**src/design/ohtab_pkg.sv**
```systemverilog
package ohtab_pkg;

  localparam int TABLE_SIZE_DEF = 16;
  localparam int KEY_W          = 32;
  localparam int SLOT_W         = 4;
  localparam int STATUS_W       = 2;
  localparam int ENTRY_W        = STATUS_W + KEY_W;
  localparam int CFG_IDX_W      = 2;
  localparam int CFG_DATA_W     = 8;
  localparam int COEF_W         = 8;
  localparam int SLOT_MAX_W     = 12;
  localparam int COEF_MAX_W     = 16;

  typedef enum logic [1:0] {
    CMD_INSERT = 2'd0,
    CMD_SEARCH = 2'd1,
    CMD_DELETE = 2'd2
  } cmd_t;

  localparam logic [STATUS_W-1:0] ST_EMPTY = 2'd0;
  localparam logic [STATUS_W-1:0] ST_OCC   = 2'd1;
  localparam logic [STATUS_W-1:0] ST_DEL   = 2'd2;

  localparam logic [1:0] PM_LINEAR = 2'd0;
  localparam logic [1:0] PM_QUAD   = 2'd1;
  localparam logic [1:0] PM_DOUBLE = 2'd2;

  localparam logic [CFG_IDX_W-1:0] CFG_PROBE_MODE = 2'd0;
  localparam logic [CFG_IDX_W-1:0] CFG_QUAD_LIN   = 2'd1;
  localparam logic [CFG_IDX_W-1:0] CFG_QUAD_SQ    = 2'd2;

  typedef struct packed {
    cmd_t                  cmd;
    logic [KEY_W-1:0]      key;
    logic [SLOT_MAX_W-1:0] h1;
    logic [SLOT_MAX_W-1:0] step;
    logic [COEF_MAX_W-1:0] c1m;
    logic [COEF_MAX_W-1:0] c2m;
    logic [COEF_MAX_W-1:0] c2x2;
  } job_t;

endpackage

```
**src/design/ohtab_ram.sv**
```systemverilog
module ohtab_ram #(
  parameter int WIDTH = ohtab_pkg::ENTRY_W,
  parameter int DEPTH = ohtab_pkg::TABLE_SIZE_DEF
) (
  input  logic                     clk,
  input  logic                     we,
  input  logic [$clog2(DEPTH)-1:0] waddr,
  input  logic [WIDTH-1:0]         wdata,
  input  logic [$clog2(DEPTH)-1:0] raddr,
  output logic [WIDTH-1:0]         rdata
);

  logic [WIDTH-1:0] mem_r [DEPTH];

  always_ff @(posedge clk) begin
    if (we) begin
      mem_r[waddr] <= wdata;
    end
    rdata <= mem_r[raddr];
  end

endmodule

```
**src/design/ohtab_fifo.sv**
```systemverilog
module ohtab_fifo (
  input  logic             clk,
  input  logic             rst_n,
  input  logic             push,
  input  ohtab_pkg::job_t  push_job,
  output logic             full,
  input  logic             pop,
  output logic             head_valid,
  output ohtab_pkg::job_t  head
);

  import ohtab_pkg::*;

  localparam int DEPTH = 2;

  job_t       mem_r [DEPTH];
  logic       wp_r;
  logic       rp_r;
  logic [1:0] count_r;
  logic [1:0] count_nxt;

  assign full       = count_r == 2'(DEPTH);
  assign head_valid = count_r != 2'd0;
  assign head       = mem_r[rp_r];

  always_comb begin
    count_nxt = count_r;
    if (push && !pop) begin
      count_nxt = count_r + 2'd1;
    end else if (pop && !push) begin
      count_nxt = count_r - 2'd1;
    end
  end

  always_ff @(posedge clk) begin
    if (!rst_n) begin
      wp_r    <= 1'b0;
      rp_r    <= 1'b0;
      count_r <= 2'd0;
    end else begin
      if (push) begin
        mem_r[wp_r] <= push_job;
        wp_r        <= ~wp_r;
      end
      if (pop) begin
        rp_r <= ~rp_r;
      end
      count_r <= count_nxt;
    end
  end

endmodule

```
**src/design/ohtab_front.sv**
```systemverilog
module ohtab_front #(
  parameter int TABLE_SIZE = ohtab_pkg::TABLE_SIZE_DEF
) (
  input  logic                               clk,
  input  logic                               rst_n,
  input  logic                               hold,
  input  logic                               in_valid,
  output logic                               in_stall,
  input  logic [1:0]                         in_command,
  input  logic signed [ohtab_pkg::KEY_W-1:0] in_key,
  input  logic [ohtab_pkg::COEF_W-1:0]       quad_linear_coeff,
  input  logic [ohtab_pkg::COEF_W-1:0]       quad_square_coeff,
  output logic                               job_push,
  output ohtab_pkg::job_t                    job,
  input  logic                               job_full
);

  import ohtab_pkg::*;

  localparam int DW    = $clog2(16 * TABLE_SIZE) + 1;
  localparam int STEPS = 4;
  localparam int NCYC  = KEY_W / STEPS;
  localparam int CNT_W = $clog2(NCYC);
  localparam logic [DW-1:0]    DIV_M    = DW'(TABLE_SIZE);
  localparam logic [DW-1:0]    DIV_S    = DW'(TABLE_SIZE - 1);
  localparam logic [DW-1:0]    DIV_Q    = DW'(16 * TABLE_SIZE);
  localparam logic [CNT_W-1:0] CNT_LAST = CNT_W'(NCYC - 1);

  typedef enum logic [1:0] {F_IDLE, F_DIV, F_PUSH} fstate_t;

  fstate_t          state_r;
  logic [CNT_W-1:0] cnt_r;
  cmd_t             cmd_r;
  logic [KEY_W-1:0] key_r;
  logic             neg_r;
  logic [KEY_W-1:0] kd_r;
  logic [KEY_W-1:0] c1d_r;
  logic [KEY_W-1:0] c2d_r;
  logic [DW-1:0]    rem_m_r;
  logic [DW-1:0]    rem_s_r;
  logic [DW-1:0]    rem_1_r;
  logic [DW-1:0]    rem_2_r;

  logic [DW-1:0]    rem_m_nxt;
  logic [DW-1:0]    rem_s_nxt;
  logic [DW-1:0]    rem_1_nxt;
  logic [DW-1:0]    rem_2_nxt;
  logic [KEY_W-1:0] key_u;
  logic [DW-1:0]    h1_w;
  logic [DW-1:0]    step_w;
  logic [DW:0]      dbl_w;
  logic [DW-1:0]    c2x2_w;
  logic             accept;

  function automatic logic [DW-1:0] rstep(input logic [DW-1:0] rem, input logic b,
                                           input logic [DW-1:0] d);
    logic [DW:0] t;
    t = {rem, b};
    if (t >= {1'b0, d}) begin
      t = t - {1'b0, d};
    end
    return t[DW-1:0];
  endfunction

  assign in_stall = (state_r != F_IDLE) || hold;
  assign accept   = in_valid && !in_stall;
  assign key_u    = in_key;

  always_comb begin
    rem_m_nxt = rem_m_r;
    rem_s_nxt = rem_s_r;
    rem_1_nxt = rem_1_r;
    rem_2_nxt = rem_2_r;
    for (int j = 0; j < STEPS; j++) begin
      rem_m_nxt = rstep(rem_m_nxt, kd_r[KEY_W-1-j], DIV_M);
      rem_s_nxt = rstep(rem_s_nxt, kd_r[KEY_W-1-j], DIV_S);
      rem_1_nxt = rstep(rem_1_nxt, c1d_r[KEY_W-1-j], DIV_Q);
      rem_2_nxt = rstep(rem_2_nxt, c2d_r[KEY_W-1-j], DIV_Q);
    end
  end

  always_comb begin
    h1_w   = (neg_r && rem_m_r != '0) ? DIV_M - rem_m_r : rem_m_r;
    step_w = ((neg_r && rem_s_r != '0) ? DIV_S - rem_s_r : rem_s_r) + DW'(1);
    dbl_w  = {rem_2_r, 1'b0};
    if (dbl_w >= {1'b0, DIV_Q}) begin
      dbl_w = dbl_w - {1'b0, DIV_Q};
    end
    c2x2_w = dbl_w[DW-1:0];
  end

  assign job_push  = (state_r == F_PUSH) && !job_full;
  assign job.cmd   = cmd_r;
  assign job.key   = key_r;
  assign job.h1    = SLOT_MAX_W'(h1_w);
  assign job.step  = SLOT_MAX_W'(step_w);
  assign job.c1m   = COEF_MAX_W'(rem_1_r);
  assign job.c2m   = COEF_MAX_W'(rem_2_r);
  assign job.c2x2  = COEF_MAX_W'(c2x2_w);

  always_ff @(posedge clk) begin
    if (!rst_n) begin
      state_r <= F_IDLE;
      cnt_r   <= '0;
    end else begin
      unique case (state_r)
        F_IDLE: begin
          if (accept) begin
            cmd_r   <= cmd_t'(in_command);
            key_r   <= key_u;
            neg_r   <= key_u[KEY_W-1];
            kd_r    <= key_u[KEY_W-1] ? ~key_u + 32'd1 : key_u;
            c1d_r   <= {{(KEY_W-COEF_W){1'b0}}, quad_linear_coeff};
            c2d_r   <= {{(KEY_W-COEF_W){1'b0}}, quad_square_coeff};
            rem_m_r <= '0;
            rem_s_r <= '0;
            rem_1_r <= '0;
            rem_2_r <= '0;
            cnt_r   <= '0;
            state_r <= F_DIV;
          end
        end
        F_DIV: begin
          rem_m_r <= rem_m_nxt;
          rem_s_r <= rem_s_nxt;
          rem_1_r <= rem_1_nxt;
          rem_2_r <= rem_2_nxt;
          kd_r    <= kd_r << STEPS;
          c1d_r   <= c1d_r << STEPS;
          c2d_r   <= c2d_r << STEPS;
          cnt_r   <= cnt_r + CNT_W'(1);
          if (cnt_r == CNT_LAST) begin
            state_r <= F_PUSH;
          end
        end
        F_PUSH: begin
          if (!job_full) begin
            state_r <= F_IDLE;
          end
        end
        default: state_r <= F_IDLE;
      endcase
    end
  end

endmodule

```
**src/design/ohtab_back.sv**
```systemverilog
module ohtab_back #(
  parameter int TABLE_SIZE = ohtab_pkg::TABLE_SIZE_DEF
) (
  input  logic                          clk,
  input  logic                          rst_n,
  input  logic [1:0]                    probe_mode,
  input  logic                          job_valid,
  input  ohtab_pkg::job_t               job,
  output logic                          job_pop,
  output logic                          clearing,
  output logic                          out_valid,
  input  logic                          out_stall,
  output logic                          out_success,
  output logic [ohtab_pkg::SLOT_W-1:0]  out_slot
);

  import ohtab_pkg::*;

  localparam int AW = $clog2(TABLE_SIZE);
  localparam int RW = $clog2(16 * TABLE_SIZE);
  localparam int CW = $clog2(TABLE_SIZE + 1);
  localparam logic [AW+1:0] M_S    = (AW+2)'(TABLE_SIZE);
  localparam logic [AW:0]   M_O    = (AW+1)'(TABLE_SIZE);
  localparam logic [RW:0]   Q_R    = (RW+1)'(16 * TABLE_SIZE);
  localparam logic [CW-1:0] M_C    = CW'(TABLE_SIZE);
  localparam logic [CW-1:0] LAST_C = CW'(TABLE_SIZE - 1);
  localparam logic [AW-1:0] LAST_A = AW'(TABLE_SIZE - 1);

  typedef enum logic [1:0] {B_CLEAR, B_IDLE, B_PROBE, B_DONE} bstate_t;

  bstate_t          state_r;
  logic [AW-1:0]    clr_r;
  cmd_t             cmd_r;
  logic [KEY_W-1:0] key_r;
  logic [AW-1:0]    h1_r;
  logic [AW-1:0]    step_r;
  logic [RW-1:0]    c1m_r;
  logic [RW-1:0]    c2x2_r;
  logic [AW-1:0]    off_r;
  logic [RW-1:0]    qa_r;
  logic [RW-1:0]    qb_r;
  logic [RW-1:0]    qd_r;
  logic [CW-1:0]    iss_r;
  logic             rd_v_r;
  logic             rd_last_r;
  logic [AW-1:0]    rd_slot_r;
  logic             res_ok_r;
  logic [AW-1:0]    res_slot_r;
  logic             out_valid_r;
  logic             out_success_r;
  logic [SLOT_W-1:0] out_slot_r;

  logic [AW-1:0]    off_nxt;
  logic [RW-1:0]    qa_nxt;
  logic [RW-1:0]    qb_nxt;
  logic [RW-1:0]    qd_nxt;
  logic [AW:0]      off_sum;
  logic [AW-1:0]    x_w;
  logic [AW-1:0]    y_w;
  logic [AW+1:0]    idx_sum;
  logic [AW-1:0]    cur_idx;
  logic             issue;
  logic             hit;
  logic             miss;
  logic             finish;
  logic             ram_we;
  logic [AW-1:0]    ram_waddr;
  logic [ENTRY_W-1:0] ram_wdata;
  logic [ENTRY_W-1:0] ram_rdata;
  logic [STATUS_W-1:0] rd_status;
  logic [KEY_W-1:0] rd_key;
  logic [AW+SLOT_W-1:0] slot_ext;

  function automatic logic [RW-1:0] addmod_q(input logic [RW-1:0] a, input logic [RW-1:0] b);
    logic [RW:0] t;
    t = {1'b0, a} + {1'b0, b};
    if (t >= Q_R) begin
      t = t - Q_R;
    end
    return t[RW-1:0];
  endfunction

  always_comb begin
    case (probe_mode) inside
      PM_LINEAR, PM_DOUBLE: begin
        x_w = off_r;
        y_w = '0;
      end
      PM_QUAD: begin
        x_w = qa_r[RW-1:4];
        y_w = qb_r[RW-1:4];
      end
      default: begin
        x_w = '0;
        y_w = '0;
      end
    endcase
    idx_sum = (AW+2)'(h1_r) + (AW+2)'(x_w) + (AW+2)'(y_w);
    if (idx_sum >= M_S) begin
      idx_sum = idx_sum - M_S;
    end
    if (idx_sum >= M_S) begin
      idx_sum = idx_sum - M_S;
    end
    cur_idx = idx_sum[AW-1:0];
  end

  always_comb begin
    off_sum = {1'b0, off_r} + {1'b0, (probe_mode == PM_DOUBLE) ? step_r : AW'(1)};
    if (off_sum >= M_O) begin
      off_sum = off_sum - M_O;
    end
    off_nxt = off_sum[AW-1:0];
    qa_nxt  = addmod_q(qa_r, c1m_r);
    qb_nxt  = addmod_q(qb_r, qd_r);
    qd_nxt  = addmod_q(qd_r, c2x2_r);
  end

  assign rd_status = ram_rdata[ENTRY_W-1:KEY_W];
  assign rd_key    = ram_rdata[KEY_W-1:0];

  always_comb begin
    hit  = 1'b0;
    miss = 1'b0;
    case (cmd_r) inside
      CMD_INSERT: hit = rd_status != ST_OCC;
      CMD_SEARCH, CMD_DELETE: begin
        miss = rd_status == ST_EMPTY;
        hit  = (rd_status == ST_OCC) && (rd_key == key_r);
      end
      default: miss = 1'b1;
    endcase
  end

  assign issue  = (state_r == B_PROBE) && (iss_r < M_C);
  assign finish = (state_r == B_PROBE) && rd_v_r && (hit || miss || rd_last_r);

  always_comb begin
    ram_we    = 1'b0;
    ram_waddr = clr_r;
    ram_wdata = {ST_EMPTY, {KEY_W{1'b0}}};
    if (state_r == B_CLEAR) begin
      ram_we = 1'b1;
    end else if (finish && hit && cmd_r != CMD_SEARCH) begin
      ram_we    = 1'b1;
      ram_waddr = rd_slot_r;
      ram_wdata = {(cmd_r == CMD_DELETE) ? ST_DEL : ST_OCC, key_r};
    end
  end

  ohtab_ram #(
    .WIDTH (ENTRY_W),
    .DEPTH (TABLE_SIZE)
  ) u_ram (
    .clk   (clk),
    .we    (ram_we),
    .waddr (ram_waddr),
    .wdata (ram_wdata),
    .raddr (cur_idx),
    .rdata (ram_rdata)
  );

  assign job_pop     = (state_r == B_IDLE) && job_valid;
  assign clearing    = state_r == B_CLEAR;
  assign slot_ext    = {{SLOT_W{1'b0}}, res_slot_r};
  assign out_valid   = out_valid_r;
  assign out_success = out_success_r;
  assign out_slot    = out_slot_r;

  always_ff @(posedge clk) begin
    if (!rst_n) begin
      state_r     <= B_CLEAR;
      clr_r       <= '0;
      rd_v_r      <= 1'b0;
      out_valid_r <= 1'b0;
    end else begin
      if (out_valid_r && !out_stall) begin
        out_valid_r <= 1'b0;
      end
      unique case (state_r)
        B_CLEAR: begin
          clr_r <= clr_r + AW'(1);
          if (clr_r == LAST_A) begin
            state_r <= B_IDLE;
          end
        end
        B_IDLE: begin
          if (job_valid) begin
            cmd_r  <= job.cmd;
            key_r  <= job.key;
            h1_r   <= job.h1[AW-1:0];
            step_r <= job.step[AW-1:0];
            c1m_r  <= job.c1m[RW-1:0];
            c2x2_r <= job.c2x2[RW-1:0];
            qd_r   <= job.c2m[RW-1:0];
            off_r  <= '0;
            qa_r   <= '0;
            qb_r   <= '0;
            iss_r  <= '0;
            rd_v_r <= 1'b0;
            case (job.cmd) inside
              CMD_INSERT, CMD_SEARCH, CMD_DELETE: state_r <= B_PROBE;
              default: begin
                res_ok_r   <= 1'b0;
                res_slot_r <= '0;
                state_r    <= B_DONE;
              end
            endcase
          end
        end
        B_PROBE: begin
          if (issue) begin
            off_r <= off_nxt;
            qa_r  <= qa_nxt;
            qb_r  <= qb_nxt;
            qd_r  <= qd_nxt;
            iss_r <= iss_r + CW'(1);
          end
          rd_v_r    <= issue;
          rd_last_r <= iss_r == LAST_C;
          rd_slot_r <= cur_idx;
          if (finish) begin
            res_ok_r   <= hit;
            res_slot_r <= hit ? rd_slot_r : '0;
            state_r    <= B_DONE;
          end
        end
        B_DONE: begin
          if (!out_valid_r || !out_stall) begin
            out_valid_r   <= 1'b1;
            out_success_r <= res_ok_r;
            out_slot_r    <= slot_ext[SLOT_W-1:0];
            state_r       <= B_IDLE;
          end
        end
        default: state_r <= B_CLEAR;
      endcase
    end
  end

endmodule

```
**src/design/open_addressing_hash_table.sv**
```systemverilog
// Open-addressing hash table of signed 32-bit keys with deleted-slot markers.
// Request channel: in_valid/in_stall with in_command (insert, search, delete)
// and in_key. Result channel: out_valid/out_stall with out_success and
// out_slot, exactly one result per request, in request order.
// Configuration: cfg_we/cfg_index/cfg_wdata selects the probe sequence and
// the quadratic coefficients; write only while the block is idle.
// The front end takes a request, reduces the key modulo the table size and
// the probe step, and the quadratic coefficients modulo 16 * TABLE_SIZE, 4 bits
// a cycle, then queues it; it takes no new request until the current one is
// queued. The back end probes one slot per cycle through a registered-read
// table memory, at most TABLE_SIZE probes per request. Front and back overlap
// through a two-entry queue.
// After reset the table memory is swept to empty; in_stall stays high until
// the sweep is done.
// When out_stall is high the result holds in its output register; the back
// end may start the next request and waits only to hand over its result.
module open_addressing_hash_table #(
  parameter int TABLE_SIZE = ohtab_pkg::TABLE_SIZE_DEF
) (
  input  logic                                clk,
  input  logic                                rst_n,
  input  logic                                in_valid,
  output logic                                in_stall,
  input  logic [1:0]                          in_command,
  input  logic signed [ohtab_pkg::KEY_W-1:0]  in_key,
  output logic                                out_valid,
  input  logic                                out_stall,
  output logic                                out_success,
  output logic [ohtab_pkg::SLOT_W-1:0]        out_slot,
  input  logic                                cfg_we,
  input  logic [ohtab_pkg::CFG_IDX_W-1:0]     cfg_index,
  input  logic [ohtab_pkg::CFG_DATA_W-1:0]    cfg_wdata
);

  import ohtab_pkg::*;

  logic [1:0]        probe_mode_r;
  logic [COEF_W-1:0] quad_lin_r;
  logic [COEF_W-1:0] quad_sq_r;

  job_t push_job;
  job_t head_job;
  logic job_push;
  logic job_full;
  logic job_pop;
  logic head_valid;
  logic clearing;

  always_ff @(posedge clk) begin
    if (!rst_n) begin
      probe_mode_r <= PM_LINEAR;
      quad_lin_r   <= 8'd8;
      quad_sq_r    <= 8'd8;
    end else if (cfg_we) begin
      case (cfg_index)
        CFG_PROBE_MODE: probe_mode_r <= cfg_wdata[1:0];
        CFG_QUAD_LIN:   quad_lin_r   <= cfg_wdata[COEF_W-1:0];
        CFG_QUAD_SQ:    quad_sq_r    <= cfg_wdata[COEF_W-1:0];
        default: ;
      endcase
    end
  end

  ohtab_front #(
    .TABLE_SIZE (TABLE_SIZE)
  ) u_front (
    .clk               (clk),
    .rst_n             (rst_n),
    .hold              (clearing),
    .in_valid          (in_valid),
    .in_stall          (in_stall),
    .in_command        (in_command),
    .in_key            (in_key),
    .quad_linear_coeff (quad_lin_r),
    .quad_square_coeff (quad_sq_r),
    .job_push          (job_push),
    .job               (push_job),
    .job_full          (job_full)
  );

  ohtab_fifo u_fifo (
    .clk        (clk),
    .rst_n      (rst_n),
    .push       (job_push),
    .push_job   (push_job),
    .full       (job_full),
    .pop        (job_pop),
    .head_valid (head_valid),
    .head       (head_job)
  );

  ohtab_back #(
    .TABLE_SIZE (TABLE_SIZE)
  ) u_back (
    .clk         (clk),
    .rst_n       (rst_n),
    .probe_mode  (probe_mode_r),
    .job_valid   (head_valid),
    .job         (head_job),
    .job_pop     (job_pop),
    .clearing    (clearing),
    .out_valid   (out_valid),
    .out_stall   (out_stall),
    .out_success (out_success),
    .out_slot    (out_slot)
  );

endmodule

```
**config.mk**
```make
export PLATFORM = sky130hd
export DESIGN_NAME = open_addressing_hash_table
export DESIGN_NICKNAME = d
export VERILOG_FILES = /design/src/design/ohtab_pkg.sv /design/src/design/ohtab_ram.sv /design/src/design/ohtab_fifo.sv /design/src/design/ohtab_front.sv /design/src/design/ohtab_back.sv /design/src/design/open_addressing_hash_table.sv
export SDC_FILE = /design/constraint.sdc
export NUM_CORES = 1
export LEC_CHECK = 0
export BUFFER_PORTS_ARGS = -buffer_cell sky130_fd_sc_hd__buf_2
export CAP_MARGIN = 20
export CORE_MARGIN = 5
export CORE_UTILIZATION = 51
export CTS_CLUSTER_SIZE = 25
export DETAILED_ROUTE_END_ITERATION = 7
export HOLD_SLACK_MARGIN = 0.08
export PLACE_DENSITY = 0.65
export SYNTH_ARGS = -nofsm -noshare
export SYNTH_HDL_FRONTEND = slang
export SYNTH_SLANG_ARGS = --single-unit
```
**constraint.sdc**
```tcl
create_clock -name clk -period 19.8 [get_ports clk]
set_input_delay 3.96 -clock clk [delete_from_list [all_inputs] [get_ports clk]]
set_output_delay 3.96 -clock clk [all_outputs]
set_load 0.02 [all_outputs]
```
* After elaboration in Yosys (flattened, before gate mapping) *
Memory sizes are Yosys's and may differ from the RTL's. A register that Yosys moved wholly into a read port is not among the register bits.
Cells that the tools add are included.

word-level totals
  bits in writable memories = 702
  output and inout bits = 7
  register bits after elaboration = 308
  memories kept = 2

cells by class
  multiplexer cells = 102
  bitwise logic cells = 3
  equality and inequality tests = 30
  reduce and logical (&&, ||, !) cells = 55
  $add $sub $neg = 38
  magnitude comparators = 24

memory list
  name                words  bits a word  rd ports  clocked after memory_dff  write ports  RTL line          text
  u_back.u_ram.mem_r  16     34           1         1                         1            ohtab_ram.sv:13   logic [WIDTH-1:0] mem_r [DEPTH];
  u_fifo.mem_r        2      79           1         1                         1            ohtab_fifo.sv:16  job_t mem_r [DEPTH];

operators with widths
  operator               count
  $pmux 32 s2            3
  $mux 9                 20
  $mux 32                4
  $ge 10x9->1 const B    9
  $sub 9x9->9 const B    9
  $pmux 9 s2             4
  $mux 34                2
  $mux 8                 8
  $mux 4                 15
  $pmux 8 s2             3
  $ge 10x4->1 const B    4
  $ge 10x5->1 const B    4
  $sub 9x4->9 const B    4
  $sub 9x5->9 const B    4
  $add 32x1->32 const B  1
  $eq 32x32->1           1
  $not 32->32            1
  $add 8x8->9            3
  $ge 9x9->1 const B     3
  $sub 8x1->8 const B    3
  $mux 1                 21
  $mux 2                 10
  $ne 2x1->1 const B     9
  $reduce_bool 9->1      2
  42 further kinds       105

* Depth between registers and ports, before layout *
  depth in word-level cells = 13
  depth in mapped cells = 27

* Modules after synthesis *
From an unflattened synthesis, not the netlist that was laid out.

unflattened totals
  cells, all modules = 2682
  area, all modules = 45571.2 µm²

by module, submodules not included
  module                      cells an instance  instances  area each (µm²)
  ohtab_ram                   888                1          21076.5
  ohtab_front                 905                1          9875.7
  ohtab_fifo                  353                1          8029.0
  ohtab_back                  465                1          5878.1
  open_addressing_hash_table  71                 1          711.9

* Worst setup path before layout *
No wires, ideal clock.

  path kind = input -> register
  from = input rst_n
  to = register u_front.c1d_r[0] (enable)
  stages on the path = 5
  library setup time = 0.621 ns
  slack = 9.096 ns
  data arrival time = 10.083 ns
  cells stage by stage = clkbuf_1 > inv_1 > clkbuf_1 > buf_1 > nor2_1

between the ends
  longest elaborated chain between the ends = 1

RTL lines
  what                        RTL line                          text
  from (decl)                 open_addressing_hash_table.sv:21  input logic rst_n,
  $reduce_and 3->1 (no line)  -
  to (signal assigned)        ohtab_front.sv:113                c1d_r <= {{(KEY_W-COEF_W){1'b0}}, quad_linear_coeff};
  to (signal assigned)        ohtab_front.sv:129                c1d_r <= c1d_r << STEPS;
  to (decl)                   ohtab_front.sv:37                 logic [KEY_W-1:0] c1d_r;

Every way passes these cells.
A chain may end at the register's enable or synchronous reset.

* Final worst setup path *
  from = register u_front.kd_r[31]
  to = register u_front.rem_s_r[6], data pin

between the ends
  longest elaborated chain between the ends = 9
  elaborated cells on any way between the ends = 13
  classes of those cells = 4 x add/sub; 4 x order compare; 5 x mux

RTL lines
  what                                        RTL line                              text
  from (decl)                                 ohtab_front.sv:36                     logic [KEY_W-1:0] kd_r;
  from (signal assigned)                      ohtab_front.sv:112                    kd_r <= key_u[KEY_W-1] ? ~key_u + 32'd1 : key_u;
  from (signal assigned)                      ohtab_front.sv:128                    kd_r <= kd_r << STEPS;
  $sub 9x4->9 or $ge 10x4->1 (tied branches)  ohtab_front.sv:60, ohtab_front.sv:59
  $mux 9 (*)                                  ohtab_front.sv:59                     if (t >= {1'b0, d}) begin
  $sub 9x4->9 or $ge 10x4->1 (tied branches)  ohtab_front.sv:60, ohtab_front.sv:59
  $mux 9 (*)                                  ohtab_front.sv:59
  $sub 9x4->9 or $ge 10x4->1 (tied branches)  ohtab_front.sv:60, ohtab_front.sv:59
  $mux 9 (*)                                  ohtab_front.sv:59
  $sub 9x4->9 or $ge 10x4->1 (tied branches)  ohtab_front.sv:60, ohtab_front.sv:59
  $mux 9 (*)                                  ohtab_front.sv:59
  $pmux 9 s2 (*)                              ohtab_front.sv:106                    unique case (state_r)
  to (signal assigned)                        ohtab_front.sv:125                    rem_s_r <= rem_s_nxt;
  to (decl)                                   ohtab_front.sv:40                     logic [DW-1:0] rem_s_r;

Every way passes the cells marked *; elsewhere a longest branch is shown, timed or not.

==> flow_metrics.env <==
export IMPL_grt_ovfl_total=0
export IMPL_yosys_warnings=0
export IMPL_synth_nets=2460
export IMPL_p_leak_nw=14.47
export IMPL_path_clk_slew_ns=0.06
export IMPL_cts_hold_buf=0
export IMPL_async_reset_ff_share_pct=0
export IMPL_criticalPathCategory="reg -> reg"
export IMPL_critical_path_cell_chain="ha_1 -> a311o_2 -> nor2_8 -> xnor2_1 -> ha_1 -> nand2_1 -> mux2_4 -> o221a_4 -> xnor2_1 -> ha_1 -> inv_1 -> nor4b_1 -> or4_1 -> o21ai_1 -> and3_1 -> xnor2_1 -> ha_1 -> nand2_1 -> a311oi_1 -> a31oi_4 -> nand4_1 -> a311o_1 -> a21oi_1"
export IMPL_slew_headroom_pct=29.91
export IMPL_min_from="u_back.res_slot_r[0]"
export IMPL_crit_path_end_kind="flip-flop"
export IMPL_maxSlewViolCount=0
export IMPL_routed_via_density=5.795
export IMPL_cts_buffers=99
export IMPL_dieHeight_um=293.3
export IMPL_drcViolationCount=0
export IMPL_synth_ff_type="edfxtp_1"
export IMPL_h_tree_depth=3
export IMPL_hpwl_um=48580
export IMPL_min_path_cells=0
export IMPL_antenna_left=0
export IMPL_yosysTopAreaCell="edfxtp_1"
export IMPL_port_buffers=55
export IMPL_synthTopCellsByArea="edfxtp_1 68%, mux4_2 9.4%, dfxtp_1 3.4%"
export IMPL_grt_pass1_wl_um=128500
export IMPL_outcome="finished clean"
export IMPL_grt_usage_pct=19.57
export IMPL_timing_hold_ws_ns=0.4273
export IMPL_start_kind="flip-flop"
export IMPL_nets=2557
export IMPL_num_vias=20730
export IMPL_fillerInstances=5929
export IMPL_setup_viol=0
export IMPL_synth_top_area_share_pct=68.15
export IMPL_r2r_start="u_front.kd_r[31]"
export IMPL_timing_fmax_mhz=138.8
export IMPL_maxCapViolCount=0
export IMPL_fin_tns_setup_ns=0
export IMPL_layout_worst_path_cycle_share_pct=36.39
export IMPL_postCtsSetupBuffers=0
export IMPL_synth_area_per_cell_sq_um=17.43
export IMPL_pin_count=56
export IMPL_antenna_found_initial=0
export IMPL_cts_resized=0
export IMPL_required_ns=20.18
export IMPL_crit_path_start="u_front.kd_r[31]"
export IMPL_max_stage_delay_ns=0.63
export IMPL_cp_slowest_cell="edfxtp_1"
export IMPL_clockRootBuffer="clkbuf_16"
export IMPL_worstMarginPinSlew_ns=1.051
export IMPL_synth_edf_count=929
export IMPL_cts_tree="built"
export IMPL_grt_setup_unrepaired="no"
export IMPL_critPathMaxFanout=15
export IMPL_hold_path_class="reg -> reg"
export IMPL_period_minus_slack_ns=7.205
export IMPL_synthToLayoutAreaGrowth_pct=12.18
export IMPL_power_density_nw_per_um2=116.5
export IMPL_core_rowCount=103
export IMPL_drive_gt1_share_pct=21.09
export IMPL_final_setup_skew_ns=0.03505
export IMPL_antenna_cells=0
export IMPL_syn_area_sq_um=40930
export IMPL_synthCells=2348
export IMPL_path_common_cell="ha_1"
export IMPL_cts_max_path_buffers=3
export IMPL_wirelength_um=84600
export IMPL_worstPathArrival_ns=7.59
export IMPL_rr_worst_depth=23
export IMPL_coreArea_sq_um=79260
export IMPL_peakVddDrop_mv=0.07137
export IMPL_insertion_delay_ns=0.67
export IMPL_cts_sinks=999
export IMPL_synthDistinctLibCells=97
export IMPL_synth_seq_cells=999
export IMPL_first_pass_iters=5
export IMPL_start_util_pct=51.64
export IMPL_grt_max_degree=81
export IMPL_grt_pass1_vias=21340
export IMPL_hold_viol_final=0
export IMPL_die_width_um=293.3
export IMPL_gp_congestion=0.8876
export IMPL_drt_iter0_drc=1828
export IMPL_yosys_top_cells_count="929 x edfxtp_1, 170 x mux4_2, 123 x nor2_1, 122 x and2_1, 109 x nand2_1"
export IMPL_synth_seq_area_share_pct=71.58
export IMPL_die_area_sq_um=86020
export IMPL_synth_most_common_cell="edfxtp_1"
export IMPL_wl_per_cell_um=23.65
-- cell usage in the layout, fill, tap and decap left out, types with 52 or more instances in the layout --
master     instances
and2_1           122
buf_2             55
clkbuf_16        100
dfxtp_1           69
edfxtp_1         929
ha_1              56
inv_1             53
mux2_2            60
mux4_2           170
nand2_1          109
nor2_1           104
o21ai_0           69
xnor2_1           65
xor2_1            52
-- layout make-up --
cell class | count | area (sq um) | share of cell area (%)
flip-flops and latches | 999 | 29300 | 63.81
multi-input cells | 1196 | 11240 | 24.47
clock buffers | 130 | 2695 | 5.870
well taps | 1050 | 1314 | 2.861
repair buffers | 95 | 608.1 | 1.324
clock inverters | 53 | 560.5 | 1.221
inverters | 54 | 202.7 | 0.4415
-- flip-flops by register name, indices dropped and copies added (netlist names), 5 cells and up, named ones only --
name                flops
quad_sq_r               8
u_back.qd_r             8
u_back.c2x2_r           7
u_front.rem_s_r         9
u_back.qb_r             8
u_front.kd_r           32
u_front.rem_1_r         8
u_front.rem_m_r         9
u_back.qa_r             8
u_front.c2d_r          32
u_back.key_r           32
u_front.c1d_r          32
u_back.u_ram.mem_r    544
u_fifo.mem_r          116
u_front.key_r          31
u_back.iss_r            5
u_back.c1m_r            8
u_front.rem_2_r         8
quad_lin_r              8
u_back.u_ram.rdata     34
-- path summary, 6_finish.rpt --
path	end	slack, ns
worst min register to register	u_back.out_slot[0]	0.43
worst max-delay path	u_front.rem_s_r[6]	12.60
worst min-delay path	u_back.out_slot[0]	0.43
worst max register to register	u_front.rem_s_r[6]	12.60
-- power by group --
part	leakage (nW)	switching, mW	internal (mW)	total [mW]
combinational	4.46	0.511	0.333	0.844
sequential	8.43	0.0868	2.56	2.65
clock	1.59	0.777	1.08	1.86
-- layer usage --
metal  routed length [um]  vias up  global-route usage, %
li1                     -     9334                      -
met5                    0        -                      0
met4                 1727        0                  4.814
met1                35320    10590                  26.89
met2                42890      668                  33.43
met3                 4655      139                  3.061
-- critical path, delay by kind of cell, from the launching register on --
kind | cells | cell delay (ns)
multiplexers | 1 | 0.33
adder cells (fa/ha/maj) | 4 | 1.32
AO/OA/AOI/OAI | 7 | 2.06
buffers and inverters | 1 | 0.12
XOR/XNOR | 3 | 0.62
AND/OR/NAND/NOR | 7 | 1.84
flip-flops | 1 | 0.63
-- per-stage QoR --
step	worst slack (ns)	util (%)	total power, mW	area [sq um]	std cells
after global placement	12.87	53.76	3.520	42610	3392
after detailed placement	12.68	53.76	3.543	42610	3392
final	12.60	57.93	5.350	45920	3577
after global routing	12.12	57.93	5.570	45920	3577
after floorplan	9.096	-	3.266	40930	2348
after CTS	12.68	57.87	5.400	45870	3575
-- kinds of logic after synthesis --
group / synth area share (%)
mux: 11.84
xor+xnor: 2.546
buf+inv: 1.476
fa+ha+maj: 2.060
flops: 71.58
compound gates: 3.748
simple gates: 6.756
(Power assumes the default switching activity.)
